`src/design/whot_pkg.sv`:
```
`default_nettype none
package whot_pkg;

  // Counter widths of the odometry state
  localparam int COUNT_BITS = 16;
  localparam int TIME_BITS  = 32;

  // Field widths
  localparam int PWM_W     = 16;
  localparam int BAND_W    = 13;
  localparam int STEP_W    = 8;
  localparam int SPD_W     = 24;
  localparam int HEAD_W    = 14;
  localparam int CFG_IDX_W = 2;
  localparam int CFG_W     = 24;
  localparam int REACH_W   = COUNT_BITS + PWM_W;
  localparam int DIV_CNT_W = $clog2(SPD_W);

  // Register indexes
  localparam logic [CFG_IDX_W-1:0] REG_BASE_PWM     = 2'd0;
  localparam logic [CFG_IDX_W-1:0] REG_HEADING_BAND = 2'd1;
  localparam logic [CFG_IDX_W-1:0] REG_PWM_STEP     = 2'd2;
  localparam logic [CFG_IDX_W-1:0] REG_SPEED_SCALE  = 2'd3;

  // Register reset values
  localparam logic [PWM_W-1:0]  BASE_PWM_RST     = 16'd18500;
  localparam logic [BAND_W-1:0] HEADING_BAND_RST = 13'd40;
  localparam logic [STEP_W-1:0] PWM_STEP_RST     = 8'd3;
  localparam logic [SPD_W-1:0]  SPEED_SCALE_RST  = 24'd10000000;

  // Command codes
  localparam logic CMD_START = 1'b0;
  localparam logic CMD_TICK  = 1'b1;

  localparam logic [PWM_W-1:0]     PWM_MAX   = {PWM_W{1'b1}};
  localparam logic [TIME_BITS-1:0] TIME_MAX  = {TIME_BITS{1'b1}};
  localparam logic [COUNT_BITS-1:0] COUNT_MAX = {COUNT_BITS{1'b1}};

  // Divider status towards the sequencer
  typedef struct packed {
    logic busy;
    logic done;
  } whot_div_stat_t;

  function automatic logic [TIME_BITS-1:0] sat_inc_time(input logic [TIME_BITS-1:0] t);
    return (t == TIME_MAX) ? t : t + 1'b1;
  endfunction

  function automatic logic [COUNT_BITS-1:0] sat_inc_count(input logic [COUNT_BITS-1:0] c);
    return (c == COUNT_MAX) ? c : c + 1'b1;
  endfunction

  // Count has reached target, compared at a common width
  function automatic logic reaches(input logic [COUNT_BITS-1:0] c,
                                   input logic [PWM_W-1:0] tgt);
    return REACH_W'(c) >= REACH_W'(tgt);
  endfunction

  // Pulse count clipped to the output field
  function automatic logic [PWM_W-1:0] pulse_sat(input logic [COUNT_BITS-1:0] c);
    logic [REACH_W-1:0] w;
    w = REACH_W'(c);
    return (w > REACH_W'(PWM_MAX)) ? PWM_MAX : w[PWM_W-1:0];
  endfunction

  // PWM plus step, saturating
  function automatic logic [PWM_W-1:0] pwm_add(input logic [PWM_W-1:0] p,
                                               input logic [STEP_W-1:0] s);
    logic [PWM_W:0] sum;
    sum = {1'b0, p} + (PWM_W+1)'(s);
    return sum[PWM_W] ? PWM_MAX : sum[PWM_W-1:0];
  endfunction

endpackage
`default_nettype wire

```
`src/design/whot_if.sv`:
```
`default_nettype none
// Sample channel: one start or tick item
interface whot_in_if
  import whot_pkg::*;
  ();
  logic                     valid;
  logic                     ready;
  logic                     command;
  logic [PWM_W-1:0]         target_pulses;
  logic                     move_dir;
  logic signed [HEAD_W-1:0] heading;
  logic                     left_level;
  logic                     right_level;

  modport source (output valid, command, target_pulses, move_dir, heading,
                  left_level, right_level, input ready);
  modport sink   (input valid, command, target_pulses, move_dir, heading,
                  left_level, right_level, output ready);
endinterface

// Report channel: one result item per sample item
interface whot_out_if
  import whot_pkg::*;
  ();
  logic             valid;
  logic             ready;
  logic [PWM_W-1:0] left_drive;
  logic [PWM_W-1:0] right_drive;
  logic [SPD_W-1:0] left_speed;
  logic [SPD_W-1:0] right_speed;
  logic [PWM_W-1:0] left_pulses;
  logic [PWM_W-1:0] right_pulses;
  logic             drive_dir;
  logic             done_res;

  modport source (output valid, left_drive, right_drive, left_speed, right_speed,
                  left_pulses, right_pulses, drive_dir, done_res, input ready);
  modport sink   (input valid, left_drive, right_drive, left_speed, right_speed,
                  left_pulses, right_pulses, drive_dir, done_res, output ready);
endinterface
`default_nettype wire

```
`src/design/whot_div.sv`:
```
`default_nettype none
// Restoring divider, one quotient bit per cycle.
// The dividend is as wide as the quotient, so the quotient never overflows.
module whot_div
  import whot_pkg::*;
(
  input  logic                 clk,
  input  logic                 rst,
  input  logic                 go,
  input  logic [SPD_W-1:0]     dividend,
  input  logic [TIME_BITS-1:0] divisor,
  output whot_div_stat_t       stat,
  output logic [SPD_W-1:0]     quotient
);

  logic [TIME_BITS-1:0] rem;
  logic [SPD_W-1:0]     quo;
  logic [DIV_CNT_W-1:0] cnt;
  logic                 busy;
  logic                 done;

  logic [TIME_BITS:0]   trial;
  logic [TIME_BITS:0]   diff;
  logic                 fits;

  // One trial subtraction
  always_comb begin
    trial = {rem, quo[SPD_W-1]};
    diff  = trial - {1'b0, divisor};
    fits  = trial >= {1'b0, divisor};
  end

  // Control
  always_ff @(posedge clk) begin
    if (rst) begin
      busy <= 1'b0;
      done <= 1'b0;
      cnt  <= '0;
    end else begin
      done <= 1'b0;
      if (go) begin
        busy <= 1'b1;
        cnt  <= DIV_CNT_W'(SPD_W - 1);
      end else if (busy) begin
        cnt <= cnt - 1'b1;
        if (cnt == '0) begin
          busy <= 1'b0;
          done <= 1'b1;
        end
      end
    end
  end

  // Datapath: remainder and dividend/quotient shift register
  always_ff @(posedge clk) begin
    if (go) begin
      rem <= '0;
      quo <= dividend;
    end else if (busy) begin
      rem <= fits ? diff[TIME_BITS-1:0] : trial[TIME_BITS-1:0];
      quo <= {quo[SPD_W-2:0], fits};
    end
  end

  assign stat.busy = busy;
  assign stat.done = done;
  assign quotient  = quo;

endmodule
`default_nettype wire

```
`src/design/wheel_odometry_heading_trim_core.sv`:
```
`default_nettype none
// Two-wheel odometry with heading trim.
// Channels: sample (sink) carries start items (command 0) and one-microsecond
// tick items (command 1); report (source) returns exactly one result item for
// every sample item, in order. Configuration is a plain write port
// (cfg_we, cfg_index, cfg_data), to be written only while the block is idle;
// the user must keep to this, the block itself does not enforce it. A start
// item, an idle tick or a tick without an encoder pulse gives its result in
// the cycle after acceptance. Each encoder pulse needs a speed quotient from
// the single shared restoring divider (24 quotient bits plus launch and
// hand-back), so a tick waits for none, one or two divisions, one per wheel.
// One item is handled at a time: sample.ready is high only when the divider
// sequencer is idle and the report register is empty or being taken.
// When the receiver stalls, the result holds in the report register and the
// block takes no further sample item.
// Reset (rst, synchronous) restores the register defaults, stops any move,
// clears counters, speeds and drives, and empties the report register.
module wheel_odometry_heading_trim_core
  import whot_pkg::*;
(
  input  logic                 clk,
  input  logic                 rst,
  input  logic                 cfg_we,
  input  logic [CFG_IDX_W-1:0] cfg_index,
  input  logic [CFG_W-1:0]     cfg_data,
  whot_in_if.sink              sample,
  whot_out_if.source           report
);

  localparam logic [1:0] S_IDLE  = 2'd0;
  localparam logic [1:0] S_DIV_L = 2'd1;
  localparam logic [1:0] S_DIV_R = 2'd2;

  // Configuration registers
  logic [PWM_W-1:0]  base_pwm;
  logic [BAND_W-1:0] heading_band;
  logic [STEP_W-1:0] pwm_step;
  logic [SPD_W-1:0]  speed_scale;

  // Move state
  logic                     moving, moving_next;
  logic [PWM_W-1:0]         target, target_next;
  logic signed [HEAD_W-1:0] ref_heading, ref_heading_next;
  logic                     dir_reg, dir_reg_next;
  logic                     left_armed, left_armed_next;
  logic                     right_armed, right_armed_next;
  logic [COUNT_BITS-1:0]    left_count, left_count_next;
  logic [COUNT_BITS-1:0]    right_count, right_count_next;
  logic [TIME_BITS-1:0]     left_ticks, left_ticks_next;
  logic [TIME_BITS-1:0]     right_ticks, right_ticks_next;
  logic [PWM_W-1:0]         left_pwm, left_pwm_next;
  logic [PWM_W-1:0]         right_pwm, right_pwm_next;
  logic [PWM_W-1:0]         left_out, left_out_next;
  logic [PWM_W-1:0]         right_out, right_out_next;
  logic [SPD_W-1:0]         left_spd;
  logic [SPD_W-1:0]         right_spd;
  logic                     done_reg, done_next;

  // Sequencer and divider operands
  logic [1:0]           state;
  logic                 out_valid;
  logic                 pend_r;
  logic                 div_go;
  logic [TIME_BITS-1:0] left_div, right_div;
  whot_div_stat_t       div_stat;
  logic [SPD_W-1:0]     div_quo;

  logic                     in_acc;
  logic                     pulse_l, pulse_r;
  logic [TIME_BITS-1:0]     lt_inc, rt_inc;
  logic [COUNT_BITS-1:0]    lc_inc, rc_inc;
  logic signed [HEAD_W+1:0] diff;
  logic signed [HEAD_W+1:0] band_s;
  logic                     below, above;

  assign sample.ready = (state == S_IDLE) && (!out_valid || report.ready);
  assign in_acc       = sample.valid && sample.ready;

  // Configuration writes
  always_ff @(posedge clk) begin
    if (rst) begin
      base_pwm     <= BASE_PWM_RST;
      heading_band <= HEADING_BAND_RST;
      pwm_step     <= PWM_STEP_RST;
      speed_scale  <= SPEED_SCALE_RST;
    end else if (cfg_we) begin
      case (cfg_index)
        REG_BASE_PWM:     base_pwm     <= cfg_data[PWM_W-1:0];
        REG_HEADING_BAND: heading_band <= cfg_data[BAND_W-1:0];
        REG_PWM_STEP:     pwm_step     <= cfg_data[STEP_W-1:0];
        REG_SPEED_SCALE:  speed_scale  <= cfg_data[SPD_W-1:0];
        default: ;
      endcase
    end
  end

  // Heading error against the band
  always_comb begin
    diff   = (HEAD_W+2)'(sample.heading) - (HEAD_W+2)'(ref_heading);
    band_s = $signed((HEAD_W+2)'(heading_band));
    below  = diff < -band_s;
    above  = diff > band_s;
    lt_inc = sat_inc_time(left_ticks);
    rt_inc = sat_inc_time(right_ticks);
    lc_inc = sat_inc_count(left_count);
    rc_inc = sat_inc_count(right_count);
  end

  // Next state for one accepted item
  always_comb begin
    moving_next      = moving;
    target_next      = target;
    ref_heading_next = ref_heading;
    dir_reg_next     = dir_reg;
    left_armed_next  = left_armed;
    right_armed_next = right_armed;
    left_count_next  = left_count;
    right_count_next = right_count;
    left_ticks_next  = left_ticks;
    right_ticks_next = right_ticks;
    left_pwm_next    = left_pwm;
    right_pwm_next   = right_pwm;
    left_out_next    = left_out;
    right_out_next   = right_out;
    done_next        = done_reg;
    pulse_l          = 1'b0;
    pulse_r          = 1'b0;
    if (in_acc) begin
      done_next = 1'b0;
      if (sample.command == CMD_START) begin
        target_next      = sample.target_pulses;
        dir_reg_next     = sample.move_dir;
        ref_heading_next = sample.heading;
        left_pwm_next    = base_pwm;
        right_pwm_next   = base_pwm;
        left_out_next    = base_pwm;
        right_out_next   = base_pwm;
        left_count_next  = '0;
        right_count_next = '0;
        left_ticks_next  = '0;
        right_ticks_next = '0;
        left_armed_next  = 1'b0;
        right_armed_next = 1'b0;
        moving_next      = 1'b1;
      end else if (moving) begin
        // heading trim
        if (below) begin
          left_pwm_next = pwm_add(left_pwm, pwm_step);
          left_out_next = left_pwm_next;
        end
        if (above) begin
          right_pwm_next = pwm_add(right_pwm, pwm_step);
          right_out_next = right_pwm_next;
        end
        // left encoder: high then low is one pulse
        left_ticks_next = lt_inc;
        if (sample.left_level) begin
          left_armed_next = 1'b1;
        end else if (left_armed) begin
          left_armed_next = 1'b0;
          left_count_next = lc_inc;
          if (reaches(lc_inc, target)) left_out_next = '0;
          left_ticks_next = '0;
          pulse_l         = 1'b1;
        end
        // right encoder
        right_ticks_next = rt_inc;
        if (sample.right_level) begin
          right_armed_next = 1'b1;
        end else if (right_armed) begin
          right_armed_next = 1'b0;
          right_count_next = rc_inc;
          if (reaches(rc_inc, target)) right_out_next = '0;
          right_ticks_next = '0;
          pulse_r          = 1'b1;
        end
        // both wheels at target ends the move
        if (reaches(left_count_next, target) && reaches(right_count_next, target)) begin
          left_pwm_next  = base_pwm;
          right_pwm_next = base_pwm;
          moving_next    = 1'b0;
          done_next      = 1'b1;
        end
      end
    end
  end

  // Move state registers
  always_ff @(posedge clk) begin
    if (rst) begin
      moving      <= 1'b0;
      target      <= '0;
      ref_heading <= '0;
      dir_reg     <= 1'b0;
      left_armed  <= 1'b0;
      right_armed <= 1'b0;
      left_count  <= '0;
      right_count <= '0;
      left_ticks  <= '0;
      right_ticks <= '0;
      left_pwm    <= BASE_PWM_RST;
      right_pwm   <= BASE_PWM_RST;
      left_out    <= '0;
      right_out   <= '0;
      done_reg    <= 1'b0;
    end else begin
      moving      <= moving_next;
      target      <= target_next;
      ref_heading <= ref_heading_next;
      dir_reg     <= dir_reg_next;
      left_armed  <= left_armed_next;
      right_armed <= right_armed_next;
      left_count  <= left_count_next;
      right_count <= right_count_next;
      left_ticks  <= left_ticks_next;
      right_ticks <= right_ticks_next;
      left_pwm    <= left_pwm_next;
      right_pwm   <= right_pwm_next;
      left_out    <= left_out_next;
      right_out   <= right_out_next;
      done_reg    <= done_next;
    end
  end

  // Divisors: ticks up to and including the pulse tick
  always_ff @(posedge clk) begin
    if (pulse_l) left_div <= lt_inc;
    if (pulse_r) right_div <= rt_inc;
  end

  // Speed registers, loaded from the shared divider
  always_ff @(posedge clk) begin
    if (rst) begin
      left_spd  <= '0;
      right_spd <= '0;
    end else if (div_stat.done) begin
      if (state == S_DIV_L) left_spd <= div_quo;
      if (state == S_DIV_R) right_spd <= div_quo;
    end
  end

  // Sequencer: left division, then right, then report
  always_ff @(posedge clk) begin
    if (rst) begin
      state     <= S_IDLE;
      out_valid <= 1'b0;
      pend_r    <= 1'b0;
      div_go    <= 1'b0;
    end else begin
      div_go <= 1'b0;
      if (report.valid && report.ready) out_valid <= 1'b0;
      case (state)
        S_IDLE: begin
          if (in_acc) begin
            if (pulse_l) begin
              state  <= S_DIV_L;
              div_go <= 1'b1;
              pend_r <= pulse_r;
            end else if (pulse_r) begin
              state  <= S_DIV_R;
              div_go <= 1'b1;
            end else begin
              out_valid <= 1'b1;
            end
          end
        end
        S_DIV_L: begin
          if (div_stat.done) begin
            if (pend_r) begin
              state  <= S_DIV_R;
              div_go <= 1'b1;
            end else begin
              state     <= S_IDLE;
              out_valid <= 1'b1;
            end
          end
        end
        S_DIV_R: begin
          if (div_stat.done) begin
            state     <= S_IDLE;
            out_valid <= 1'b1;
          end
        end
        default: state <= S_IDLE;
      endcase
    end
  end

  whot_div u_div (
    .clk      (clk),
    .rst      (rst),
    .go       (div_go),
    .dividend (speed_scale),
    .divisor  ((state == S_DIV_R) ? right_div : left_div),
    .stat     (div_stat),
    .quotient (div_quo)
  );

  // Report register is the state itself
  assign report.valid        = out_valid;
  assign report.left_drive   = left_out;
  assign report.right_drive  = right_out;
  assign report.left_speed   = left_spd;
  assign report.right_speed  = right_spd;
  assign report.left_pulses  = pulse_sat(left_count);
  assign report.right_pulses = pulse_sat(right_count);
  assign report.drive_dir    = dir_reg;
  assign report.done_res     = done_reg;

  // Checks
  a_no_report_while_dividing: assert property (@(posedge clk) disable iff (rst)
    (state != S_IDLE) |-> !out_valid)
    else $error("report valid while a division is pending");

  a_div_idle_when_seq_idle: assert property (@(posedge clk) disable iff (rst)
    (state == S_IDLE) |-> !div_stat.busy)
    else $error("divider busy with sequencer idle");

  a_start_reports_next: assert property (@(posedge clk) disable iff (rst)
    (in_acc && (sample.command == CMD_START)) |=> (out_valid && moving && !done_reg))
    else $error("start item not reported in the next cycle");

  a_done_ends_move: assert property (@(posedge clk) disable iff (rst)
    (out_valid && done_reg) |-> !moving)
    else $error("done reported while still moving");

endmodule
`default_nettype wire
```
`src/flat_wrapper.sv`:
```
// flat-port wrapper written by rule: the top's interface ports become plain ports
module wheel_odometry_heading_trim_core_flat import whot_pkg::*;
  (clk, rst, cfg_we, cfg_index, cfg_data, sample_valid, sample_command, sample_target_pulses, sample_move_dir, sample_heading, sample_left_level, sample_right_level, sample_ready, report_valid, report_left_drive, report_right_drive, report_left_speed, report_right_speed, report_left_pulses, report_right_pulses, report_drive_dir, report_done_res, report_ready);
  whot_in_if sample_i ();
  whot_out_if report_i ();
  input  logic clk;
  input  logic rst;
  input  logic cfg_we;
  input  logic [CFG_IDX_W-1:0] cfg_index;
  input  logic [CFG_W-1:0] cfg_data;
  input wire logic [$bits(sample_i.valid)-1:0] sample_valid;
  input wire logic [$bits(sample_i.command)-1:0] sample_command;
  input wire logic [$bits(sample_i.target_pulses)-1:0] sample_target_pulses;
  input wire logic [$bits(sample_i.move_dir)-1:0] sample_move_dir;
  input wire logic [$bits(sample_i.heading)-1:0] sample_heading;
  input wire logic [$bits(sample_i.left_level)-1:0] sample_left_level;
  input wire logic [$bits(sample_i.right_level)-1:0] sample_right_level;
  output wire logic [$bits(sample_i.ready)-1:0] sample_ready;
  output wire logic [$bits(report_i.valid)-1:0] report_valid;
  output wire logic [$bits(report_i.left_drive)-1:0] report_left_drive;
  output wire logic [$bits(report_i.right_drive)-1:0] report_right_drive;
  output wire logic [$bits(report_i.left_speed)-1:0] report_left_speed;
  output wire logic [$bits(report_i.right_speed)-1:0] report_right_speed;
  output wire logic [$bits(report_i.left_pulses)-1:0] report_left_pulses;
  output wire logic [$bits(report_i.right_pulses)-1:0] report_right_pulses;
  output wire logic [$bits(report_i.drive_dir)-1:0] report_drive_dir;
  output wire logic [$bits(report_i.done_res)-1:0] report_done_res;
  input wire logic [$bits(report_i.ready)-1:0] report_ready;
  assign sample_i.valid = sample_valid;
  assign sample_i.command = sample_command;
  assign sample_i.target_pulses = sample_target_pulses;
  assign sample_i.move_dir = sample_move_dir;
  assign sample_i.heading = sample_heading;
  assign sample_i.left_level = sample_left_level;
  assign sample_i.right_level = sample_right_level;
  assign sample_ready = sample_i.ready;
  assign report_valid = report_i.valid;
  assign report_left_drive = report_i.left_drive;
  assign report_right_drive = report_i.right_drive;
  assign report_left_speed = report_i.left_speed;
  assign report_right_speed = report_i.right_speed;
  assign report_left_pulses = report_i.left_pulses;
  assign report_right_pulses = report_i.right_pulses;
  assign report_drive_dir = report_i.drive_dir;
  assign report_done_res = report_i.done_res;
  assign report_i.ready = report_ready;
  wheel_odometry_heading_trim_core u_core (.clk(clk), .rst(rst), .cfg_we(cfg_we), .cfg_index(cfg_index), .cfg_data(cfg_data), .sample(sample_i), .report(report_i));
endmodule
```
`config.mk`:
```
export PLATFORM = sky130hd
export DESIGN_NAME = wheel_odometry_heading_trim_core_flat
export DESIGN_NICKNAME = d
export VERILOG_FILES = /design/src/design/whot_pkg.sv /design/src/design/whot_if.sv /design/src/design/whot_div.sv /design/src/design/wheel_odometry_heading_trim_core.sv /design/src/flat_wrapper.sv
export SDC_FILE = /design/constraint.sdc
export NUM_CORES = 1
export LEC_CHECK = 0
export BUFFER_PORTS_ARGS = -buffer_cell sky130_fd_sc_hd__buf_2
export CAP_MARGIN = 0
export CORE_MARGIN = 4
export CORE_UTILIZATION = 57
export CTS_CLUSTER_SIZE = 24
export DETAILED_ROUTE_END_ITERATION = 12
export PLACE_DENSITY = 0.73
export RECOVER_POWER = 50
export SKIP_CTS_REPAIR_TIMING = 1
export SLEW_MARGIN = 20
export SYNTH_ARGS = -nofsm -noshare
export SYNTH_HDL_FRONTEND = slang
export SYNTH_SLANG_ARGS = --single-unit
```
`constraint.sdc`:
```
create_clock -name clk -period 5.9 [get_ports clk]
set_input_delay 0.885 -clock clk [delete_from_list [all_inputs] [get_ports clk]]
set_output_delay 0.885 -clock clk [all_outputs]
set_load 0.03 [all_outputs]
```
Word level (Yosys, flattened, before mapping). Cells that the tools add are included.

Reduce and logical (&&, ||, !) cells: 24. Equal/unequal tests: 16. Bitwise operators: 2. Muxes and demuxes: 101. $add $sub $neg: 10. $lt $le $gt $ge: 7.

Operators with widths (count): 16-bit two-way mux (38); 32-bit two-way mux (12); 32-bit by 1-bit adder with 32-bit output, second input constant (2); 32-bit equality test, second input constant (2); 16-bit greater-or-equal comparator (4); 24-bit two-way mux (2); 1-bit two-way mux (38); 16-bit by 8-bit adder with 17-bit output (2); 33-bit by 32-bit greater-or-equal comparator with 1-bit output (1); 16-bit by 1-bit adder with 16-bit output, second input constant (2); 16-bit equality test, second input constant (2); 32-bit subtractor (1); 16-bit by 14-bit greater-than comparator with 1-bit output (1); 16-bit less-than comparator (1); 13-bit negation with 16-bit output (1); 2-bit AND reduction (8); 14-bit by 14-bit subtractor with 15-bit output (1); 2-bit two-way mux (6); 5-bit two-way mux (2); 3-bit by 1-bit != test with 1-bit output, second input constant (3); 3-bit AND reduction (3); 2-bit equality test, second input constant (3); 2-bit case mux with 3 select lines (1); 5-bit logical NOT (1); other kinds (15) (23).

Output and inout port bits: 116. Logic and storage cells: 193. Register bits: 436. Input bits: 65.

Depth between registers and ports, before layout.
Word-level depth: 12. Gate-level depth with buffers: 23. Gate-level depth less buffers: 21.

Modules after synthesis. Synthesis repeated with hierarchy kept, for this count alone.

Cells, all modules: 3162. Area total of the unflattened synthesis: 26135.1 µm².

Modules (own cells, without submodules): wheel_odometry_heading_trim_core (area an instance 21501.9 µm², seq. area each 8107.8 µm², cells each 2621, times used 1); whot_div (area an instance 4633.2 µm², seq. area each 1501.4 µm², cells each 541, times used 1).

Worst setup path after synthesis. Ideal clock, no wire load.

Kind: input -> register. From: in sample_heading[0]. To: reg u_core.right_out[10] (netlist: u_core.report.right_drive[10]). Cell stages on the path: 20. Arrival: 4.686 ns. Required time: 5.766 ns. Setup slack: 1.080 ns. Library setup time: 0.134 ns. Buffers on the path: 1. Cell sequence: inv_1 -> ha_1 -> inv_1 -> fa_1 -> a211oi_1 -> o21ai_0 -> a31o_2 -> a21oi_1 -> o21bai_1 -> a21oi_1 -> xnor2_1 -> ha_1 -> a21o_1 -> a221oi_1 -> a21o_1 -> a31oi_1 -> o21bai_1 -> clkbuf_1 -> mux2i_1 -> o22ai_1.

Word-level cells in the longest chain between the ends: 8.

Ends and longest elaborated chain: start: declaration (RTL line flat_wrapper.sv:15) `input wire logic [$bits(sample_i.heading)-1:0] sample_heading;`; 14-bit by 14-bit subtractor with 15-bit output * (RTL line wheel_odometry_heading_trim_core.sv:99) `diff = (HEAD_W+2)'(sample.heading) - (HEAD_W+2)'(ref_heading);`; 16-bit by 14-bit greater-than comparator with 1-bit output * (RTL line wheel_odometry_heading_trim_core.sv:102) `above = diff > band_s;`; 16-bit two-way mux * (RTL line wheel_odometry_heading_trim_core.sv:151) `if (above) begin`; 16-bit two-way mux (RTL line wheel_odometry_heading_trim_core.sv:173) `if (reaches(rc_inc, target)) right_out_next = '0;`; 16-bit two-way mux (RTL line wheel_odometry_heading_trim_core.sv:170) `end else if (right_armed) begin`; 16-bit two-way mux * (RTL line wheel_odometry_heading_trim_core.sv:168) `if (sample.right_level) begin`; 16-bit two-way mux * (RTL line wheel_odometry_heading_trim_core.sv:145) `end else if (moving) begin`; 16-bit two-way mux * (RTL line wheel_odometry_heading_trim_core.sv:130) `if (sample.command == CMD_START) begin`; end signal: assignment (RTL line wheel_odometry_heading_trim_core.sv:220) `right_out <= right_out_next;`; end: declaration (RTL line wheel_odometry_heading_trim_core.sv:54) `logic [PWM_W-1:0] right_out, right_out_next;`.

Mark *: on every way between the ends. The rest lies on a longest branch, timed or not. The select of a mux whose other input is x is not followed. A chain may end at the register's enable or synchronous reset.

Worst setup path in the final report.
From: reg u_core.left_count[0] (netlist: u_core.report.left_pulses[0]). To: reg u_core.left_pwm[1].

Word-level cells in the longest chain between the ends: 12. Elaborated cells between the ends (all ways): 15. Classes of those cells: add/sub (1); order compare (1); eq/ne (2); mux (9); reduce/logical (2).

Ends and longest elaborated chain: start: declaration (RTL line wheel_odometry_heading_trim_core.sv:47) `logic [COUNT_BITS-1:0] left_count, left_count_next;`; start signal: assignment (RTL line wheel_odometry_heading_trim_core.sv:213) `left_count <= left_count_next;`; 16-bit by 1-bit adder with 16-bit output / 16-bit equality test (equally long branches) (RTL line whot_pkg.sv:50) `return (c == COUNT_MAX) ? c : c + 1'b1;`; 16-bit two-way mux (RTL line whot_pkg.sv:50); 16-bit two-way mux (RTL line wheel_odometry_heading_trim_core.sv:159) `end else if (left_armed) begin`; 16-bit two-way mux * (RTL line wheel_odometry_heading_trim_core.sv:157) `if (sample.left_level) begin`; 16-bit two-way mux * (RTL line wheel_odometry_heading_trim_core.sv:145); 16-bit two-way mux * (RTL line wheel_odometry_heading_trim_core.sv:130); 16-bit two-way mux * (RTL line wheel_odometry_heading_trim_core.sv:128) `if (in_acc) begin`; 16-bit greater-or-equal comparator * (RTL line whot_pkg.sv:56) `return REACH_W'(c) >= REACH_W'(tgt);`; 1-bit logical AND * (RTL line wheel_odometry_heading_trim_core.sv:178) `if (reaches(left_count_next, target) && reaches(right_count_next, target)) begin`; 16-bit two-way mux (RTL line wheel_odometry_heading_trim_core.sv:178); 16-bit two-way mux (RTL line wheel_odometry_heading_trim_core.sv:145); 16-bit two-way mux (RTL line wheel_odometry_heading_trim_core.sv:130); end signal: assignment (RTL line wheel_odometry_heading_trim_core.sv:217) `left_pwm <= left_pwm_next;`; end: declaration (RTL line wheel_odometry_heading_trim_core.sv:51) `logic [PWM_W-1:0] left_pwm, left_pwm_next;`.

Marked as above.

==> summary by stage <==
Final layout
Of the cells placed in the final design, the portion with a size suffix greater than 1 is 0.0788. From synthesis to final layout, the design area changed by 10.8%. The number of diodes is 0. At the end of the flow the core is filled with cells to 0.641. At the end of the flow, the number of nets in the layout was 3313.

The finished layout holds 3707 standard cells, fillers aside.

Logic synthesis
Measured against the total synthesized area, the mux share comes to 0.0439. In this run, synthesis inferred 88 flip-flops with an integrated enable. The fraction of synthesis flops using an asynchronous set or reset pin is 0. For this run, the leading register cell type out of synthesis is sky130_fd_sc_hd__dfxtp_1. The count of yosys warnings during synthesis is 0. In this run, synthesis produced a sequential element count of 436. The share of the synthesized area in compound gates (AO/OA/AOI/OAI) is 0.189. The synthesized netlist contains 87 unique library cells. Counting every net in the synthesized netlist gives 3210. The synthesized instance count is 2980. By area, the combinational part of the netlist is dominated by simple AND/OR/NAND/NOR gates. For this run, the register share of the synthesized area comes to 0.384.

The simple-gate share of the synthesized area is 0.204. Of the total synthesized cell area, the portion taken by full adders, half adders and majority gates is 0.0838. A synthesized cell averages 8.39 µm². The area of the mapped netlist is 25000 µm². Of the total synthesized cell area, the portion taken by XOR and XNOR cells is 0.0571.

Critical path
The type of destination of the critical path is a flip-flop. STA puts the critical path data arrival time at 5.62 ns. The maximum fanout along the worst path is 13. The worst-case reg-to-reg path depth is 19. STA puts the critical path data required time at 6.39 ns. The kind of start point of the critical path is a flip-flop. The classification of the worst setup path is reg -> reg.

Timing
Setup repair after global routing left no endpoint under its margin. The final setup TNS is 0 ns. The max-slew violation total from the final report is 154.

The final critical-path share of the clock period is 0.870. The number of hold violations in the final report came to 0. The worst pin sits at a relative slew slack of -0.761. The pin slew with the least headroom to its limit is 2.64 ns. Clock skew on the completed layout was measured at 0.0285 ns. The final critical delay including setup and external delays is 5.13 ns. The worst hold margin is 0.453 ns.

The final setup violation count is 0. The fmax is 195 MHz.

Floorplanning
Row generation in the floorplan step produced 76 rows. The total core area is 43200 µm². The die covers 47300 µm². The top-level I/O count is 181. The floorplan die height is 217 µm. The die width is 217 µm. For this configuration, the core starts out at a cell density of 0.579.

Clocking
Clock-pin slew was measured on the worst setup and hold paths at 0.06 ns. The insertion delay to the later sink of the worst-skew pair is 0.61 ns. The sink count of the clock tree is 436.

TritonCTS built the clock tree. The number of buffers created by CTS is 47. Clock tree synthesis selected as its root buffer the cell sky130_fd_sc_hd__clkbuf_16. The number of H-tree levels is 2. The maximum number of buffers from clock root to sink is 3.

Min path
The classification of the worst-slack hold path is reg -> reg. The worst hold path was traced through 2 stages.

Place
The total placed cells including tap cells is 3619. Summed over all nets, the half-perimeter wirelength after detailed placement is 51900 µm. The count of input and output buffers is 180.

The routability congestion estimate is 0.961.

Global route
The number of global-route vias before repair is 21300. The initial antenna violation count was 2. The pin count of the biggest net entering global routing is 109. Across every metal layer, demand over resource in global routing totals 0.294. The first-pass GRT wire length is 114000 µm. The total overflow reported by the global router is 0.

Routing
After detailed routing, the average wire length per cell comes to 19.3 µm. The final route contains 22400 vias. The first detailed-routing pass took 5 iterations. The post-detailed-route via-to-cell ratio is 6.05. The detailed router finished its first iteration with 2019 violations.

The final routed DRC violation total is 0. The wire length after detailed routing is 71600 µm. The count of nets left with antenna violations once routing finished came out at 0.

Power and ir drop
In this run the power density over the cells is 271 nW/µm². Across the VDD grid, the largest voltage drop is 198 µV. The cell leakage power is 10.8 nW.

Job
The number of max-cap violations is 4.

Run status
The checks that failed: capacitance limit, slew limit. The run finished, with violations left.
-- synthesized netlist by cell type, drive strengths merged, types with 16 or more instances --
master | n | area share
a22oi | 32 | 0.0096
a31oi | 28 | 0.0070
xor2 | 72 | 0.025
o21a | 16 | 0.0048
a21oi | 289 | 0.058
or3 | 16 | 0.0040
a21o | 51 | 0.015
nor2 | 223 | 0.034
nor3 | 55 | 0.012
clkbuf | 128 | 0.019
edfxtp | 88 | 0.11
a311oi | 28 | 0.0098
nand2b | 23 | 0.0058
o22ai | 16 | 0.0040
nor2b | 25 | 0.0063
buf | 32 | 0.0067
mux2i | 60 | 0.024
nand4 | 29 | 0.0073
o211ai | 24 | 0.0072
nor4 | 18 | 0.0057
and3 | 44 | 0.011
mux2 | 44 | 0.020
nand3 | 84 | 0.018
dfxtp | 348 | 0.28
inv | 78 | 0.012
ha | 161 | 0.081
o21ai | 148 | 0.030
nand2 | 542 | 0.082
xnor2 | 91 | 0.032
-- placed cells by master (no fill, tap or decap), types with 29 or more instances in the layout --
cell | Yosys | routed
sky130_fd_sc_hd__edfxtp_1 | 88 | 88
sky130_fd_sc_hd__o21ai_0 | 142 | 140
sky130_fd_sc_hd__buf_4 | 1 | 29
sky130_fd_sc_hd__ha_1 | 161 | 161
sky130_fd_sc_hd__a22oi_1 | 32 | 32
sky130_fd_sc_hd__nand3_1 | 80 | 79
sky130_fd_sc_hd__clkbuf_1 | 128 | 134
sky130_fd_sc_hd__and3_1 | 42 | 42
sky130_fd_sc_hd__clkbuf_16 | 0 | 47
sky130_fd_sc_hd__mux2i_1 | 60 | 60
sky130_fd_sc_hd__buf_2 | 23 | 63
sky130_fd_sc_hd__inv_1 | 78 | 78
sky130_fd_sc_hd__nand2_1 | 540 | 542
sky130_fd_sc_hd__nor3_1 | 53 | 54
sky130_fd_sc_hd__a21o_1 | 51 | 51
sky130_fd_sc_hd__xor2_1 | 72 | 72
sky130_fd_sc_hd__nand4_1 | 29 | 29
sky130_fd_sc_hd__mux2_2 | 44 | 42
sky130_fd_sc_hd__dfxtp_1 | 348 | 348
sky130_fd_sc_hd__nor2_1 | 222 | 217
sky130_fd_sc_hd__xnor2_1 | 91 | 91
sky130_fd_sc_hd__a21oi_1 | 288 | 287
-- final timing paths --
check                                     from                      endpoint  slack [ns]
setup / recovery  u_core.report.left_pulses[0]            u_core.left_pwm[1]        0.77
hold / removal    u_core.report.right_speed[0]  u_core.report.right_speed[0]        0.45
setup reg to reg  u_core.report.left_pulses[0]            u_core.left_pwm[1]        0.77
hold reg to reg   u_core.report.right_speed[0]  u_core.report.right_speed[0]        0.45
-- area by class of cell --
class | instances | area, µm²
clock buffer | 64 | 1280
tap | 585 | 732
inverter | 79 | 297
clock inverter | 24 | 304
timing repair buffer | 214 | 1000
sequential | 436 | 9610
multi-input combinational | 2305 | 14500
fill | 3806 | 15500
-- logic make-up after synthesis --
family	after synthesis
AOI/OAI and AO/OA	754
muxes	104
and+or+nand+nor	1119
DFF	436
xor gates and xnor gates	163
buffers and inverters	239
adders and majority gates	165
-- report_power, final --
group / leakage (nW) / internal, W / total [W] / switching, W
Clock: 0.761 / 0.00176 / 0.00304 / 0.00128
Combinational: 6.30 / 0.000474 / 0.00126 / 0.000790
Sequential: 3.76 / 0.00311 / 0.00320 / 0.0000849
-- metrics by stage --
step                setup slack, ns  total power, W  instance area [µm²]
floorplan                      1.08         0.00416                25000
global placement              0.708         0.00447                26300
detailed placement            0.582         0.00451                26300
CTS                           0.822         0.00754                27900
global route                  0.282         0.00782                27700
finish                        0.769         0.00751                27700
-- layer usage --
metal / part of all wire / vias to the layer above / track usage
li1: - / 10800 / -
met3: 0.064 / 147 / 0.0427
met1: 0.44 / 10700 / 0.396
met4: 0.034 / 0 / 0.100
met5: 0 / - / 0
met2: 0.47 / 733 / 0.488
-- critical path: stages, from the launching register on --
cell                        delay (ns)
sky130_fd_sc_hd__dfxtp_1          0.47
sky130_fd_sc_hd__ha_1             0.27
sky130_fd_sc_hd__and3_1           0.21
sky130_fd_sc_hd__nand4_1          0.19
sky130_fd_sc_hd__nor2_1           0.24
sky130_fd_sc_hd__nand3_1          0.23
sky130_fd_sc_hd__nand2_1          0.26
sky130_fd_sc_hd__nor2_1           0.12
sky130_fd_sc_hd__xor2_1           0.16
sky130_fd_sc_hd__ha_1             0.30
sky130_fd_sc_hd__a21o_1           0.18
sky130_fd_sc_hd__a21o_1           0.18
sky130_fd_sc_hd__a2111oi_0        0.41
sky130_fd_sc_hd__o31a_1           0.25
sky130_fd_sc_hd__o21ai_1          0.16
sky130_fd_sc_hd__a21oi_4          0.41
sky130_fd_sc_hd__buf_4            0.27
sky130_fd_sc_hd__a21o_1           0.29
sky130_fd_sc_hd__nor2_1           0.12
sky130_fd_sc_hd__a32o_1           0.30
(Power assumes the default switching activity.)
